### src/hdl/tiqt_pkg.sv
`timescale 1ns / 1ps

package tiqt_pkg;

    localparam int RING_DEPTH_DEF = 256;
    localparam int CMD_DEPTH      = 2;

    // input modes
    localparam logic [1:0] MODE_PUSH_RAW = 2'd0;
    localparam logic [1:0] MODE_PUSH_REC = 2'd1;
    localparam logic [1:0] MODE_READ     = 2'd2;

    // internal command opcodes
    localparam logic [1:0] OP_NOP  = 2'd0;
    localparam logic [1:0] OP_PUSH = 2'd1;
    localparam logic [1:0] OP_READ = 2'd2;

    // control codes
    localparam logic [4:0] CTRL_NONE        = 5'd0;
    localparam logic [4:0] CTRL_LINEEND     = 5'd1;
    localparam logic [4:0] CTRL_BACKSPACE   = 5'd2;
    localparam logic [4:0] CTRL_DELETE      = 5'd3;
    localparam logic [4:0] CTRL_EOF         = 5'd4;
    localparam logic [4:0] CTRL_INTERRUPT   = 5'd5;
    localparam logic [4:0] CTRL_NAV_FIRST   = 5'd6;
    localparam logic [4:0] CTRL_NAV_LAST    = 5'd14;
    localparam logic [4:0] CTRL_SCROLL_UP   = 5'd15;
    localparam logic [4:0] CTRL_SCROLL_DOWN = 5'd16;
    localparam logic [4:0] CTRL_UNSUPPORTED = 5'd17;

    // read status
    localparam logic [1:0] RD_NONE = 2'd0;
    localparam logic [1:0] RD_CHAR = 2'd1;
    localparam logic [1:0] RD_EOF  = 2'd2;

    // configuration register indexes
    localparam logic CFG_RAW_MODE   = 1'b0;
    localparam logic CFG_FOREGROUND = 1'b1;

    // character bytes
    localparam logic [7:0] CHAR_ETX   = 8'h03;
    localparam logic [7:0] CHAR_EOT   = 8'h04;
    localparam logic [7:0] CHAR_BS    = 8'h08;
    localparam logic [7:0] CHAR_TAB   = 8'h09;
    localparam logic [7:0] CHAR_LF    = 8'h0a;
    localparam logic [7:0] CHAR_CR    = 8'h0d;
    localparam logic [7:0] CHAR_ESC   = 8'h1b;
    localparam logic [7:0] CHAR_SPACE = 8'h20;
    localparam logic [7:0] CHAR_DEL   = 8'h7f;

    localparam logic [3:0] NAV_LONG_FIRST = 4'd6;

    typedef struct packed {
        logic       kind;
        logic [7:0] ch;
        logic [4:0] code;
    } rec_t;

    typedef struct packed {
        logic [1:0] op;
        rec_t       rec;
    } cmd_t;

    typedef struct packed {
        logic       en;
        logic       index;
        logic       data;
    } cfg_wr_t;

    typedef struct packed {
        logic        push_accepted;
        logic [1:0]  read_status;
        logic [7:0]  out_char;
        logic        interrupt_request;
        logic        scroll_up_request;
        logic        scroll_down_request;
        logic [31:0] drop_count;
    } result_t;

    function automatic logic [4:0] classify_byte(input logic [7:0] b);
        logic [4:0] c;
        if (b inside {CHAR_LF, CHAR_CR})
            c = CTRL_LINEEND;
        else if (b == CHAR_BS)
            c = CTRL_BACKSPACE;
        else if (b == CHAR_DEL)
            c = CTRL_DELETE;
        else if (b == CHAR_EOT)
            c = CTRL_EOF;
        else if (b == CHAR_ETX)
            c = CTRL_INTERRUPT;
        else if (b == CHAR_TAB)
            c = CTRL_NONE;
        else if (b < CHAR_SPACE)
            c = CTRL_UNSUPPORTED;
        else
            c = CTRL_NONE;
        return c;
    endfunction

    function automatic logic [2:0] nav_len(input logic [3:0] idx);
        return (idx >= NAV_LONG_FIRST) ? 3'd4 : 3'd3;
    endfunction

    // byte at position pos of the escape sequence for navigation index idx
    function automatic logic [7:0] nav_byte(input logic [3:0] idx, input logic [1:0] pos);
        logic [7:0] b;
        case (pos)
            2'd0: b = CHAR_ESC;
            2'd1: b = "[";
            2'd2:
            begin
                case (idx)
                    4'd0:    b = "A";
                    4'd1:    b = "B";
                    4'd2:    b = "C";
                    4'd3:    b = "D";
                    4'd4:    b = "H";
                    4'd5:    b = "F";
                    4'd6:    b = "3";
                    4'd7:    b = "5";
                    4'd8:    b = "6";
                    default: b = 8'h00;
                endcase
            end
            default: b = (idx >= NAV_LONG_FIRST) ? "~" : 8'h00;
        endcase
        return b;
    endfunction

endpackage

### src/hdl/tiqt_front.sv
`timescale 1ns / 1ps

module tiqt_front
(
    input  logic              in_valid,
    output logic              in_ready,
    input  logic [1:0]        mode,
    input  logic              is_control,
    input  logic [7:0]        data_byte,
    input  logic [4:0]        control_code,
    input  logic              q_full,
    output logic              q_push,
    output tiqt_pkg::cmd_t    q_cmd
);

    logic [4:0] raw_code;

    assign raw_code = tiqt_pkg::classify_byte(data_byte);
    assign in_ready = !q_full;
    assign q_push   = in_valid && !q_full;

    always_comb
    begin
        q_cmd.rec.ch = data_byte;
        case (mode)
            tiqt_pkg::MODE_PUSH_RAW:
            begin
                q_cmd.op       = tiqt_pkg::OP_PUSH;
                q_cmd.rec.kind = (raw_code != tiqt_pkg::CTRL_NONE);
                q_cmd.rec.code = raw_code;
            end
            tiqt_pkg::MODE_PUSH_REC:
            begin
                q_cmd.op       = tiqt_pkg::OP_PUSH;
                q_cmd.rec.kind = is_control;
                q_cmd.rec.code = control_code;
            end
            tiqt_pkg::MODE_READ:
            begin
                q_cmd.op       = tiqt_pkg::OP_READ;
                q_cmd.rec.kind = 1'b0;
                q_cmd.rec.code = control_code;
            end
            default:
            begin
                q_cmd.op       = tiqt_pkg::OP_NOP;
                q_cmd.rec.kind = 1'b0;
                q_cmd.rec.code = control_code;
            end
        endcase
    end

endmodule

### src/hdl/tiqt_cmd_fifo.sv
`timescale 1ns / 1ps

module tiqt_cmd_fifo
#(
    parameter int DEPTH = tiqt_pkg::CMD_DEPTH
)
(
    input  logic              clk,
    input  logic              rst_n,
    input  logic              push,
    input  tiqt_pkg::cmd_t    push_data,
    output logic              full,
    input  logic              pop,
    output logic              empty,
    output tiqt_pkg::cmd_t    pop_data
);

    localparam int PW = (DEPTH > 1) ? $clog2(DEPTH) : 1;
    localparam int CW = $clog2(DEPTH + 1);

    tiqt_pkg::cmd_t entries_reg [DEPTH];
    logic [PW-1:0]  wr_ptr_reg, wr_ptr_next;
    logic [PW-1:0]  rd_ptr_reg, rd_ptr_next;
    logic [CW-1:0]  count_reg, count_next;
    logic           do_push, do_pop;

    assign full     = (count_reg == CW'(DEPTH));
    assign empty    = (count_reg == '0);
    assign do_push  = push && !full;
    assign do_pop   = pop && !empty;
    assign pop_data = entries_reg[rd_ptr_reg];

    always_comb
    begin
        wr_ptr_next = wr_ptr_reg;
        rd_ptr_next = rd_ptr_reg;
        count_next  = count_reg;
        if (do_push)
            wr_ptr_next = (wr_ptr_reg == PW'(DEPTH - 1)) ? '0 : wr_ptr_reg + 1'b1;
        if (do_pop)
            rd_ptr_next = (rd_ptr_reg == PW'(DEPTH - 1)) ? '0 : rd_ptr_reg + 1'b1;
        if (do_push && !do_pop)
            count_next = count_reg + 1'b1;
        else if (do_pop && !do_push)
            count_next = count_reg - 1'b1;
    end

    always_ff @(posedge clk or negedge rst_n)
    begin
        if (!rst_n)
        begin
            wr_ptr_reg <= '0;
            rd_ptr_reg <= '0;
            count_reg  <= '0;
        end
        else
        begin
            wr_ptr_reg <= wr_ptr_next;
            rd_ptr_reg <= rd_ptr_next;
            count_reg  <= count_next;
        end
    end

    always_ff @(posedge clk)
    begin
        if (do_push)
            entries_reg[wr_ptr_reg] <= push_data;
    end

endmodule

### src/hdl/tiqt_back.sv
`timescale 1ns / 1ps

module tiqt_back
#(
    parameter int RING_DEPTH = tiqt_pkg::RING_DEPTH_DEF
)
(
    input  logic                 clk,
    input  logic                 rst_n,
    input  tiqt_pkg::cfg_wr_t    cfg,
    input  logic                 cmd_valid,
    input  tiqt_pkg::cmd_t       cmd,
    output logic                 cmd_pop,
    output logic                 res_valid,
    input  logic                 res_ready,
    output tiqt_pkg::result_t    res
);

    localparam int PTR_W = $clog2(RING_DEPTH);

    localparam logic ST_IDLE = 1'b0;
    localparam logic ST_EVAL = 1'b1;

    tiqt_pkg::rec_t    ring_mem [RING_DEPTH];
    tiqt_pkg::rec_t    rd_data_reg;
    tiqt_pkg::rec_t    rec;
    tiqt_pkg::result_t res_reg, res_next;

    logic              state_reg, state_next;
    logic [PTR_W-1:0]  wp_reg, wp_next, wp_inc;
    logic [PTR_W-1:0]  rp_reg, rp_next, rp_inc;
    logic [PTR_W-1:0]  rd_addr;
    logic [31:0]       drop_reg, drop_next;
    logic [3:0]        seq_idx_reg, seq_idx_next;
    logic [2:0]        seq_len_reg, seq_len_next;
    logic [1:0]        seq_pos_reg, seq_pos_next;
    logic              sup_reg, sup_next;
    logic              sdn_reg, sdn_next;
    logic              raw_reg, raw_next;
    logic              fg_reg, fg_next;
    logic              res_valid_reg, res_valid_next;
    logic              out_free, res_load, mem_we, rd_en;
    logic              is_skip, nav_hit, up_hit, dn_hit;
    logic [3:0]        nav_idx;
    logic [4:0]        nav_off;

    assign out_free  = !res_valid_reg || res_ready;
    assign res_valid = res_valid_reg;
    assign res       = res_reg;
    assign rec       = rd_data_reg;
    assign wp_inc    = (wp_reg == PTR_W'(RING_DEPTH - 1)) ? '0 : wp_reg + 1'b1;
    assign rp_inc    = (rp_reg == PTR_W'(RING_DEPTH - 1)) ? '0 : rp_reg + 1'b1;
    assign nav_off   = rec.code - tiqt_pkg::CTRL_NAV_FIRST;
    assign nav_idx   = nav_off[3:0];

    // classify the fetched record
    always_comb
    begin
        is_skip  = 1'b0;
        nav_hit  = 1'b0;
        up_hit   = 1'b0;
        dn_hit   = 1'b0;
        if (rec.kind && rec.code != tiqt_pkg::CTRL_NONE)
        begin
            case (rec.code)
                tiqt_pkg::CTRL_LINEEND, tiqt_pkg::CTRL_BACKSPACE, tiqt_pkg::CTRL_DELETE,
                tiqt_pkg::CTRL_EOF, tiqt_pkg::CTRL_INTERRUPT:
                    is_skip = 1'b0;
                tiqt_pkg::CTRL_SCROLL_UP:
                begin
                    is_skip = 1'b1;
                    up_hit  = !raw_reg;
                end
                tiqt_pkg::CTRL_SCROLL_DOWN:
                begin
                    is_skip = 1'b1;
                    dn_hit  = !raw_reg;
                end
                default:
                begin
                    if (rec.code inside {[tiqt_pkg::CTRL_NAV_FIRST:tiqt_pkg::CTRL_NAV_LAST]})
                        nav_hit = 1'b1;
                    else
                        is_skip = 1'b1;
                end
            endcase
        end
    end

    always_comb
    begin
        state_next   = state_reg;
        wp_next      = wp_reg;
        rp_next      = rp_reg;
        drop_next    = drop_reg;
        seq_idx_next = seq_idx_reg;
        seq_len_next = seq_len_reg;
        seq_pos_next = seq_pos_reg;
        sup_next     = sup_reg;
        sdn_next     = sdn_reg;
        raw_next     = raw_reg;
        fg_next      = fg_reg;
        mem_we       = 1'b0;
        rd_en        = 1'b0;
        rd_addr      = rp_reg;
        cmd_pop      = 1'b0;
        res_load     = 1'b0;
        res_next     = '0;

        if (state_reg == ST_IDLE)
        begin
            if (cmd_valid && out_free)
            begin
                cmd_pop = 1'b1;
                case (cmd.op)
                    tiqt_pkg::OP_PUSH:
                    begin
                        res_load = 1'b1;
                        if (wp_inc == rp_reg)
                            drop_next = drop_reg + 32'd1;
                        else
                        begin
                            mem_we                 = 1'b1;
                            wp_next                = wp_inc;
                            res_next.push_accepted = 1'b1;
                        end
                    end
                    tiqt_pkg::OP_READ:
                    begin
                        if ({1'b0, seq_pos_reg} < seq_len_reg)
                        begin
                            // serve the pending escape sequence first
                            res_load             = 1'b1;
                            res_next.read_status = tiqt_pkg::RD_CHAR;
                            res_next.out_char    = tiqt_pkg::nav_byte(seq_idx_reg, seq_pos_reg);
                            if ({1'b0, seq_pos_reg} + 3'd1 >= seq_len_reg)
                            begin
                                seq_pos_next = '0;
                                seq_len_next = '0;
                            end
                            else
                                seq_pos_next = seq_pos_reg + 2'd1;
                        end
                        else if (rp_reg == wp_reg)
                            res_load = 1'b1;
                        else
                        begin
                            rd_en      = 1'b1;
                            sup_next   = 1'b0;
                            sdn_next   = 1'b0;
                            state_next = ST_EVAL;
                        end
                    end
                    default:
                        res_load = 1'b1;
                endcase
            end
        end
        else
        begin
            rd_addr                      = rp_inc;
            res_next.read_status         = tiqt_pkg::RD_CHAR;
            res_next.scroll_up_request   = sup_reg | up_hit;
            res_next.scroll_down_request = sdn_reg | dn_hit;
            if (!rec.kind || rec.code == tiqt_pkg::CTRL_NONE)
                res_next.out_char = rec.ch;
            else
            begin
                case (rec.code)
                    tiqt_pkg::CTRL_LINEEND:   res_next.out_char = tiqt_pkg::CHAR_LF;
                    tiqt_pkg::CTRL_BACKSPACE: res_next.out_char = tiqt_pkg::CHAR_BS;
                    tiqt_pkg::CTRL_DELETE:    res_next.out_char = tiqt_pkg::CHAR_DEL;
                    tiqt_pkg::CTRL_EOF:
                    begin
                        if (raw_reg)
                            res_next.out_char = tiqt_pkg::CHAR_EOT;
                        else
                            res_next.read_status = tiqt_pkg::RD_EOF;
                    end
                    tiqt_pkg::CTRL_INTERRUPT:
                    begin
                        res_next.out_char          = tiqt_pkg::CHAR_ETX;
                        res_next.interrupt_request = !raw_reg && fg_reg;
                    end
                    default:
                    begin
                        if (nav_hit)
                            res_next.out_char = tiqt_pkg::CHAR_ESC;
                        else
                            res_next.read_status = tiqt_pkg::RD_NONE;
                    end
                endcase
            end

            if (is_skip)
            begin
                if (rp_inc != wp_reg)
                begin
                    // drop this record and fetch the next one
                    rp_next  = rp_inc;
                    rd_en    = 1'b1;
                    sup_next = sup_reg | up_hit;
                    sdn_next = sdn_reg | dn_hit;
                end
                else if (out_free)
                begin
                    rp_next    = rp_inc;
                    res_load   = 1'b1;
                    state_next = ST_IDLE;
                end
            end
            else if (out_free)
            begin
                rp_next    = rp_inc;
                res_load   = 1'b1;
                state_next = ST_IDLE;
                if (nav_hit)
                begin
                    seq_idx_next = nav_idx;
                    seq_len_next = tiqt_pkg::nav_len(nav_idx);
                    seq_pos_next = 2'd1;
                end
            end
        end

        res_next.drop_count = drop_next;

        if (cfg.en)
        begin
            case (cfg.index)
                tiqt_pkg::CFG_RAW_MODE:
                begin
                    raw_next     = cfg.data;
                    seq_len_next = '0;
                    seq_pos_next = '0;
                    seq_idx_next = '0;
                end
                default: fg_next = cfg.data;
            endcase
        end

        if (res_load)
            res_valid_next = 1'b1;
        else if (res_ready)
            res_valid_next = 1'b0;
        else
            res_valid_next = res_valid_reg;
    end

    always_ff @(posedge clk or negedge rst_n)
    begin
        if (!rst_n)
        begin
            state_reg     <= ST_IDLE;
            wp_reg        <= '0;
            rp_reg        <= '0;
            drop_reg      <= '0;
            seq_idx_reg   <= '0;
            seq_len_reg   <= '0;
            seq_pos_reg   <= '0;
            sup_reg       <= 1'b0;
            sdn_reg       <= 1'b0;
            raw_reg       <= 1'b0;
            fg_reg        <= 1'b0;
            res_valid_reg <= 1'b0;
        end
        else
        begin
            state_reg     <= state_next;
            wp_reg        <= wp_next;
            rp_reg        <= rp_next;
            drop_reg      <= drop_next;
            seq_idx_reg   <= seq_idx_next;
            seq_len_reg   <= seq_len_next;
            seq_pos_reg   <= seq_pos_next;
            sup_reg       <= sup_next;
            sdn_reg       <= sdn_next;
            raw_reg       <= raw_next;
            fg_reg        <= fg_next;
            res_valid_reg <= res_valid_next;
        end
    end

    always_ff @(posedge clk)
    begin
        if (res_load)
            res_reg <= res_next;
    end

    always_ff @(posedge clk)
    begin
        if (mem_we)
            ring_mem[wp_reg] <= cmd.rec;
        if (rd_en)
            rd_data_reg <= ring_mem[rd_addr];
    end

    a_eval_not_empty: assert property (@(posedge clk) disable iff (!rst_n)
        state_reg == ST_EVAL |-> rp_reg != wp_reg)
        else $error("record fetch on empty ring");

    a_no_push_in_eval: assert property (@(posedge clk) disable iff (!rst_n)
        state_reg == ST_EVAL |=> $stable(wp_reg))
        else $error("write pointer moved during a read");

    a_drop_step: assert property (@(posedge clk) disable iff (!rst_n)
        drop_reg != $past(drop_reg) |-> drop_reg == $past(drop_reg) + 32'd1)
        else $error("drop counter jumped");

    a_seq_bounds: assert property (@(posedge clk) disable iff (!rst_n)
        seq_len_reg != 3'd0 |-> ({1'b0, seq_pos_reg} < seq_len_reg
            && (seq_len_reg == 3'd3 || seq_len_reg == 3'd4)))
        else $error("escape sequence position out of range");

endmodule

### src/hdl/terminal_input_queue_translator.sv
`timescale 1ns / 1ps

// Channel   Handshake               Payload
// in        in_valid / in_ready     mode, is_control, data_byte, control_code
// out       out_valid / out_ready   push_accepted, read_status, out_char,
//                                   interrupt_request, scroll_up_request,
//                                   scroll_down_request, drop_count
// cfg       cfg_write               cfg_index, cfg_data
//
// Push, no-op and pending escape bytes are handled in the idle state without a ring fetch.
// A read that fetches from the ring passes through the evaluate state, which examines each fetched record in turn;
// the single-port ring memory with its registered read sets this.
// A two-entry command queue separates input acceptance from execution.
// Reset clears pointers, counters and config; ring contents are not cleared.
// A stalled out channel holds the back end; the queue keeps taking items until full.

module terminal_input_queue_translator
#(
    parameter int RING_DEPTH = tiqt_pkg::RING_DEPTH_DEF
)
(
    input  logic        clk,
    input  logic        rst_n,
    input  logic        cfg_write,
    input  logic        cfg_index,
    input  logic        cfg_data,
    input  logic        in_valid,
    output logic        in_ready,
    input  logic [1:0]  mode,
    input  logic        is_control,
    input  logic [7:0]  data_byte,
    input  logic [4:0]  control_code,
    output logic        out_valid,
    input  logic        out_ready,
    output logic        push_accepted,
    output logic [1:0]  read_status,
    output logic [7:0]  out_char,
    output logic        interrupt_request,
    output logic        scroll_up_request,
    output logic        scroll_down_request,
    output logic [31:0] drop_count
);

    tiqt_pkg::cmd_t    q_in_cmd, q_out_cmd;
    tiqt_pkg::cfg_wr_t cfg;
    tiqt_pkg::result_t res;
    logic              q_push, q_full, q_empty, q_pop;

    assign cfg.en    = cfg_write;
    assign cfg.index = cfg_index;
    assign cfg.data  = cfg_data;

    tiqt_front u_front
    (
        .in_valid     (in_valid),
        .in_ready     (in_ready),
        .mode         (mode),
        .is_control   (is_control),
        .data_byte    (data_byte),
        .control_code (control_code),
        .q_full       (q_full),
        .q_push       (q_push),
        .q_cmd        (q_in_cmd)
    );

    tiqt_cmd_fifo #(.DEPTH(tiqt_pkg::CMD_DEPTH)) u_queue
    (
        .clk       (clk),
        .rst_n     (rst_n),
        .push      (q_push),
        .push_data (q_in_cmd),
        .full      (q_full),
        .pop       (q_pop),
        .empty     (q_empty),
        .pop_data  (q_out_cmd)
    );

    tiqt_back #(.RING_DEPTH(RING_DEPTH)) u_back
    (
        .clk       (clk),
        .rst_n     (rst_n),
        .cfg       (cfg),
        .cmd_valid (!q_empty),
        .cmd       (q_out_cmd),
        .cmd_pop   (q_pop),
        .res_valid (out_valid),
        .res_ready (out_ready),
        .res       (res)
    );

    assign push_accepted       = res.push_accepted;
    assign read_status         = res.read_status;
    assign out_char            = res.out_char;
    assign interrupt_request   = res.interrupt_request;
    assign scroll_up_request   = res.scroll_up_request;
    assign scroll_down_request = res.scroll_down_request;
    assign drop_count          = res.drop_count;

endmodule

### config.mk
export PLATFORM = sky130hd
export DESIGN_NAME = terminal_input_queue_translator
export DESIGN_NICKNAME = d
export VERILOG_FILES = /design/src/hdl/tiqt_pkg.sv /design/src/hdl/tiqt_front.sv /design/src/hdl/tiqt_cmd_fifo.sv /design/src/hdl/tiqt_back.sv /design/src/hdl/terminal_input_queue_translator.sv
export SDC_FILE = /design/constraint.sdc
export NUM_CORES = 2
export LEC_CHECK = 0
export ABC_AREA = 1
export BUFFER_PORTS_ARGS = -buffer_cell sky130_fd_sc_hd__buf_2
export CAP_MARGIN = 25
export CORE_MARGIN = 5
export CORE_UTILIZATION = 40
export CTS_BUF_LIST = sky130_fd_sc_hd__clkbuf_4
export DETAILED_ROUTE_END_ITERATION = 10
export SETUP_SLACK_MARGIN = 0.02
export SYNTH_ARGS = -nofsm -noshare
export SYNTH_HDL_FRONTEND = slang
export SYNTH_HIERARCHICAL = 1
export SYNTH_SLANG_ARGS = --single-unit
### constraint.sdc
create_clock -name clk -period 6.05 [get_ports clk]
set_clock_uncertainty 0.1 [all_clocks]
set_input_delay 1.21 -clock clk [delete_from_list [all_inputs] [get_ports clk]]
set_output_delay 1.21 -clock clk [all_outputs]
set_load 0.01 [all_outputs]
Word-level counts from Yosys, hierarchy flattened
Memories as Yosys holds them, arrays and structs flattened. A register that Yosys moved wholly into a read port is not among the register bits.
Cells that the tools add are included.
- memories kept: 3
- bits in writable memories: 3616
- output and inout bits: 48
- memory bits (read-only): 112
- logic and storage cells: 233
- register bits: 113
- $lt $le $gt $ge: 7
- reduce and logical (&&, ||, !) cells: 39
- multiplexer cells: 115
- equality and inequality tests: 30
- $add $sub $neg: 10
- bitwise operators: 7
- memories (name ; depth ; bits a word ; read ports ; clocked after Yosys merged registers in ; write ports ; line ; source):
    u_back.ring_mem ; 256 ; 14 ; 1 ; 1 ; 1 ; tiqt_back.sv:24 ; tiqt_pkg::rec_t ring_mem [RING_DEPTH];
    (no name shown) ; 16 ; 7 ; 1 ; 0 ; 0 ; tiqt_pkg.sv:113 ; case (idx)
    u_queue.entries_reg ; 2 ; 16 ; 1 ; 0 ; 1 ; tiqt_cmd_fifo.sv:21 ; tiqt_pkg::cmd_t entries_reg [DEPTH];
- operators by type and width (operator ; number):
    $mux 32 ; 4
    $mux 8 ; 7
    $mux 1 ; 53
    $mux 5 ; 9
    $pmux 8 s5 ; 1
    $mux 3 ; 12
    $add 32x1->32 const B ; 1
    $eq 8x4->1 const B ; 4
    $mux 10 ; 3
    $mux 2 ; 14
    $mux 4 ; 6
    $pmux 8 s3 ; 1
    $add 8x1->8 const B ; 2
    $eq 8x8->1 ; 2
    $eq 8x8->1 const B ; 2
    $eq 5x2->1 const B ; 2
    $eq 5x3->1 const B ; 2
    $reduce_bool 2->1 ; 5
    $reduce_bool 5->1 ; 2
    $logic_and 1x1->1 ; 9
    $mux 9 ; 1
    $pmux 3 s3 ; 1
    $eq 2x2->1 const B ; 4
    $eq 8x2->1 const B ; 1
    other kinds (37) ; 60

Logic depth before layout (Yosys ltp)
- depth after elaboration: 11
- mapped depth: 19
- mapped depth without buffers: 17

Modules after synthesis
Netlist, hierarchy kept.
- modules (own cells, without submodules) (module ; times used ; cells an instance ; area an instance (sq um)):
    tiqt_back ; 1 ; 14570 ; 158575.8
    tiqt_cmd_fifo ; 1 ; 115 ; 1402.6
    tiqt_front ; 1 ; 77 ; 364.1
    terminal_input_queue_translator ; 1 ; 1 ; 3.8

Worst setup path before layout
No wires, ideal clock.
- kind: register -> register
- start: reg u_queue.rd_ptr_reg
- end: mem u_back/ring_mem[0][10] (netlist name), data pin
- clock period less this slack: 4.712 ns
- library setup time: 0.825 ns
- stages on the path, launching flop included: 6
- path slack: 1.338 ns
- data arrival time: 3.787 ns
- path through: dfrtp_1 buf_4 inv_4 buf_4 nand2_1 nand2_1
- RTL lines (element ; line ; source):
    from (decl) ; tiqt_cmd_fifo.sv:23 ; logic [PW-1:0] rd_ptr_reg, rd_ptr_next;
    from (signal assigned) ; tiqt_cmd_fifo.sv:59 ; rd_ptr_reg <= rd_ptr_next;
    to (decl) ; tiqt_back.sv:24 ;

Worst setup path after layout
- start: reg u_back.state_reg
- end: reg u_back/rd_data_reg[12] (netlist name)
- word-level cells in the longest chain between the ends: 1
- elaborated cells on any way between the ends: 2
- those cells by class: mux (2)
- ends and longest elaborated chain (element ; line ; source):
    from (decl) ; tiqt_back.sv:29 ; logic state_reg, state_next;
    from (signal assigned) ; tiqt_back.sv:269 ; state_reg <= state_next;
    $mux 8 / $mux 1 (equally long branches) ; tiqt_back.sv:110 ; if (state_reg == ST_IDLE)
Parallel ways exist; a longest one is shown, timed or not.
A chain may end at the register's enable or synchronous reset.

==> impl_metrics.yaml <==
status:
  status: "completed"
setup_path:
  cpLargestDelayFamily: "buffers and inverters"
  critPathMaxStageDelay_ns: 0.72
  startpoint_type: "register"
  end_kind: "register"
  crit_buf_inv: 4
  path_class: "register to register"
  arrival_ns: 6.60
  path_max_fanout: 46
  crit_path_frequent_cell: "nand3_1"
  cp_cell_sequence: "inv_2 > o21ai_4 > inv_8 > buf_4 > buf_4 > nand3_1 > nand3_1 > nand3_1 > nand3_1 > nand3_1 > nand3_1 > nand2_1"
  cp_slowest_cell: "buf_4"
  cp.required_ns: 7.30
clock_tree:
  hold_buffers: 28
  cts.sinks: 3743
  htree_levels: 6
  cts_resized: 0
  post_cts_buffers: 0
  clock_latency_ns: 1.70
  clk_pin_slew_worst_paths_ns: 0.07
  clock_path_buffers: 4
  root_buffer: "clkbuf_4"
  cts_tree: "done"
  cts_buffers: 902
synthesis:
  ys_types: 46
  syn_area_per_cell_sq_um: 10.9
  synth_seq_cells: 3743
  syn_area_sq_um: 160000
  synth_cells: 14800
  synth_nets: 14800
  ys_seq_area_frac: 0.699
  yosys_warnings: 6
global_route:
  grt_util_all_layers: 0.228
  grt_pass1_wl_um: 721000
  grt_max_degree: 168
  grt_pass1_vias: 109000
  overflow: 0
  antenna_found_initial: 28
flow_run:
  maxCapViolCount: 0
route:
  initialDrtViolationCount: 13900
  vias: 116000
  avgRoutedWirePerCell_um: 23.2
  drc: 0
  firstDrtPassIters: 7
  viasPerCell: 5.48
  drtAntennaViolNets: 0
  wl_um: 492000
floorplanning:
  floorplan.initialDensity: 0.401
  row_count: 232
  die-area_sq_um: 414000
  die_w_um: 643
  die_height_um: 643
  pin_count: 71
  design.core.area_sq_um: 399000
layout:
  drive_gt1_frac: 0.130
  fin_area_sq_um: 180000
  syn_to_final_growth_pct: 12.1
  largest_register_ff_count: 3584
  stdcell_count: 21200
  final_nets: 15300
  fin_util: 0.450
sta:
  period_minus_slack_ns: 5.36
  setup_tns_ns: 0
  setup_violations: 0
  slew_headroom: 0.248
  finalHoldViolCount: 0
  final_max_slew_viol_count: 0
  worstMarginPinSlew_ns: 1.13
  max_freq_mhz: 187
  rsz0062_at_grt: "false"
  timing.final.crit_share: 0.885
hold_path:
  min_path_type: "primary input to asynchronous set/reset pin"
power:
  power.leakage_uw: 0.0696
  p_per_area_nw_per_um2: 520
  peakVddDrop_uv: 516
placed_design:
  placed_cell_area_sq_um: 168000
  hpwl_um: 271000
  globalplace.congestion: 0.861
  place.port_buffers: 70
  placed_cells: 19600
-- synthesized netlist by cell type, drive strengths merged --
master / n / area, sq um
clkbuf: 540 / 2030
ha: 22 / 275
nand3: 3532 / 17700
nand3b: 88 / 664
o22ai: 3 / 18.8
clkinv: 4 / 15.0
nor4b: 1 / 8.76
inv: 662 / 2490
dfrtp: 67 / 1680
nand2: 4922 / 18500
o221ai: 1 / 8.76
buf: 481 / 2380
a22oi: 1 / 7.51
nand4: 21 / 131
a211oi: 7 / 65.1
o31a: 1 / 8.76
edfxtp: 3676 / 110000
mux2: 1 / 11.3
o21ai: 57 / 293
xor2: 27 / 236
and3: 1 / 6.26
a21oi: 41 / 205
nor4: 10 / 62.6
nor2: 365 / 1450
o21bai: 1 / 7.51
xnor2: 12 / 105
a221o: 1 / 10.0
nor3: 25 / 135
o211ai: 188 / 1410
a31oi: 5 / 31.3
-- kinds of logic (layout without fill, tap and decap cells) --
group,after synthesis,in the layout,synth area share
adders and majority gates,22,22,0.00172
DFF,3743,3743,0.699
AOI/OAI and AO/OA,306,306,0.0129
xor gates and xnor gates,39,39,0.00213
other,0,24,0
buffers and inverters,1687,2834,0.0431
and+or+nand+nor,8965,8965,0.241
muxes,1,1,0.0000702
-- cell usage in the layout, fill, tap and decap left out, drive strengths merged, types with 5 or more instances in the layout --
master          n
nand2        4922
o21ai          57
clkinv        200
xor2           27
buf           607
edfxtp       3676
nor4           10
inv           685
nand4          21
clkinvlp       14
nor3           25
clkbuf       1290
o211ai        188
dfrtp          67
nand3        3532
xnor2          12
diode          24
bufinv         10
a31oi           5
a211oi          7
ha             22
nand3b         88
a21oi          41
dlygate4sd3    28
nor2          365
-- where the power goes --
group,switching [uW],internal (uW)
clock,10100,10200
sequential,417,32800
combinational,30400,9500
-- through the flow --
stage | power [uW] | setup WS, ns | hold slack [ns]
floorplan | 58000 | 1.34 | 0.339
global placement | 72900 | 0.849 | 0.358
detailed placement | 73100 | 0.793 | 0.365
CTS | 93400 | 0.789 | 0.105
global route | 98300 | 0.586 | 0.172
finish | 93400 | 0.693 | 0.256
-- final timing paths --
check	from	end	slack (ns)	cells past startpoint
min in group clk	data_byte[7]	u_queue/entries_reg[1][12]$_DFFE_PP_	0.30	2
hold / removal	rst_n	u_back/wp_reg[5]$_DFFE_PN0P_	0.26	3
setup / recovery	u_back/state_reg$_DFF_PN0_	u_back/rd_data_reg[12]$_DFFE_PP_	0.69	12
max in group asynchronous	rst_n	u_queue/wr_ptr_reg$_DFFE_PN0P_	4.97	3
setup reg to reg	u_back/state_reg$_DFF_PN0_	u_back/rd_data_reg[12]$_DFFE_PP_	0.69	12
hold reg to reg	u_back/drop_reg[31]$_DFF_PN0_	u_back/drop_reg[31]$_DFF_PN0_	0.38	1
-- layout make-up --
class / count / area (sq um)
clock inverter: 243 / 1410
clock buffer: 1290 / 9680
multi-input combinational: 9333 / 41600
tap: 5265 / 6590
inverter: 666 / 2530
sequential: 3743 / 112000
antenna: 24 / 60.1
fill: 37100 / 220000
timing repair buffer: 635 / 5830
-- worst min-delay path: stages --
cell and delay, ns:
dlygate4sd3_1 0.53, buf_4 0.11, buf_4 0.70
-- layer usage --
metal,vias to the layer above,GRT usage,wire length [um]
met5,-,0,115
met4,18,0.0888,17200
met3,890,0.0468,49700
met2,6088,0.352,226000
met1,56500,0.319,199000
li1,52700,-,-
No activity file was read; power rests on OpenSTA's default activity.
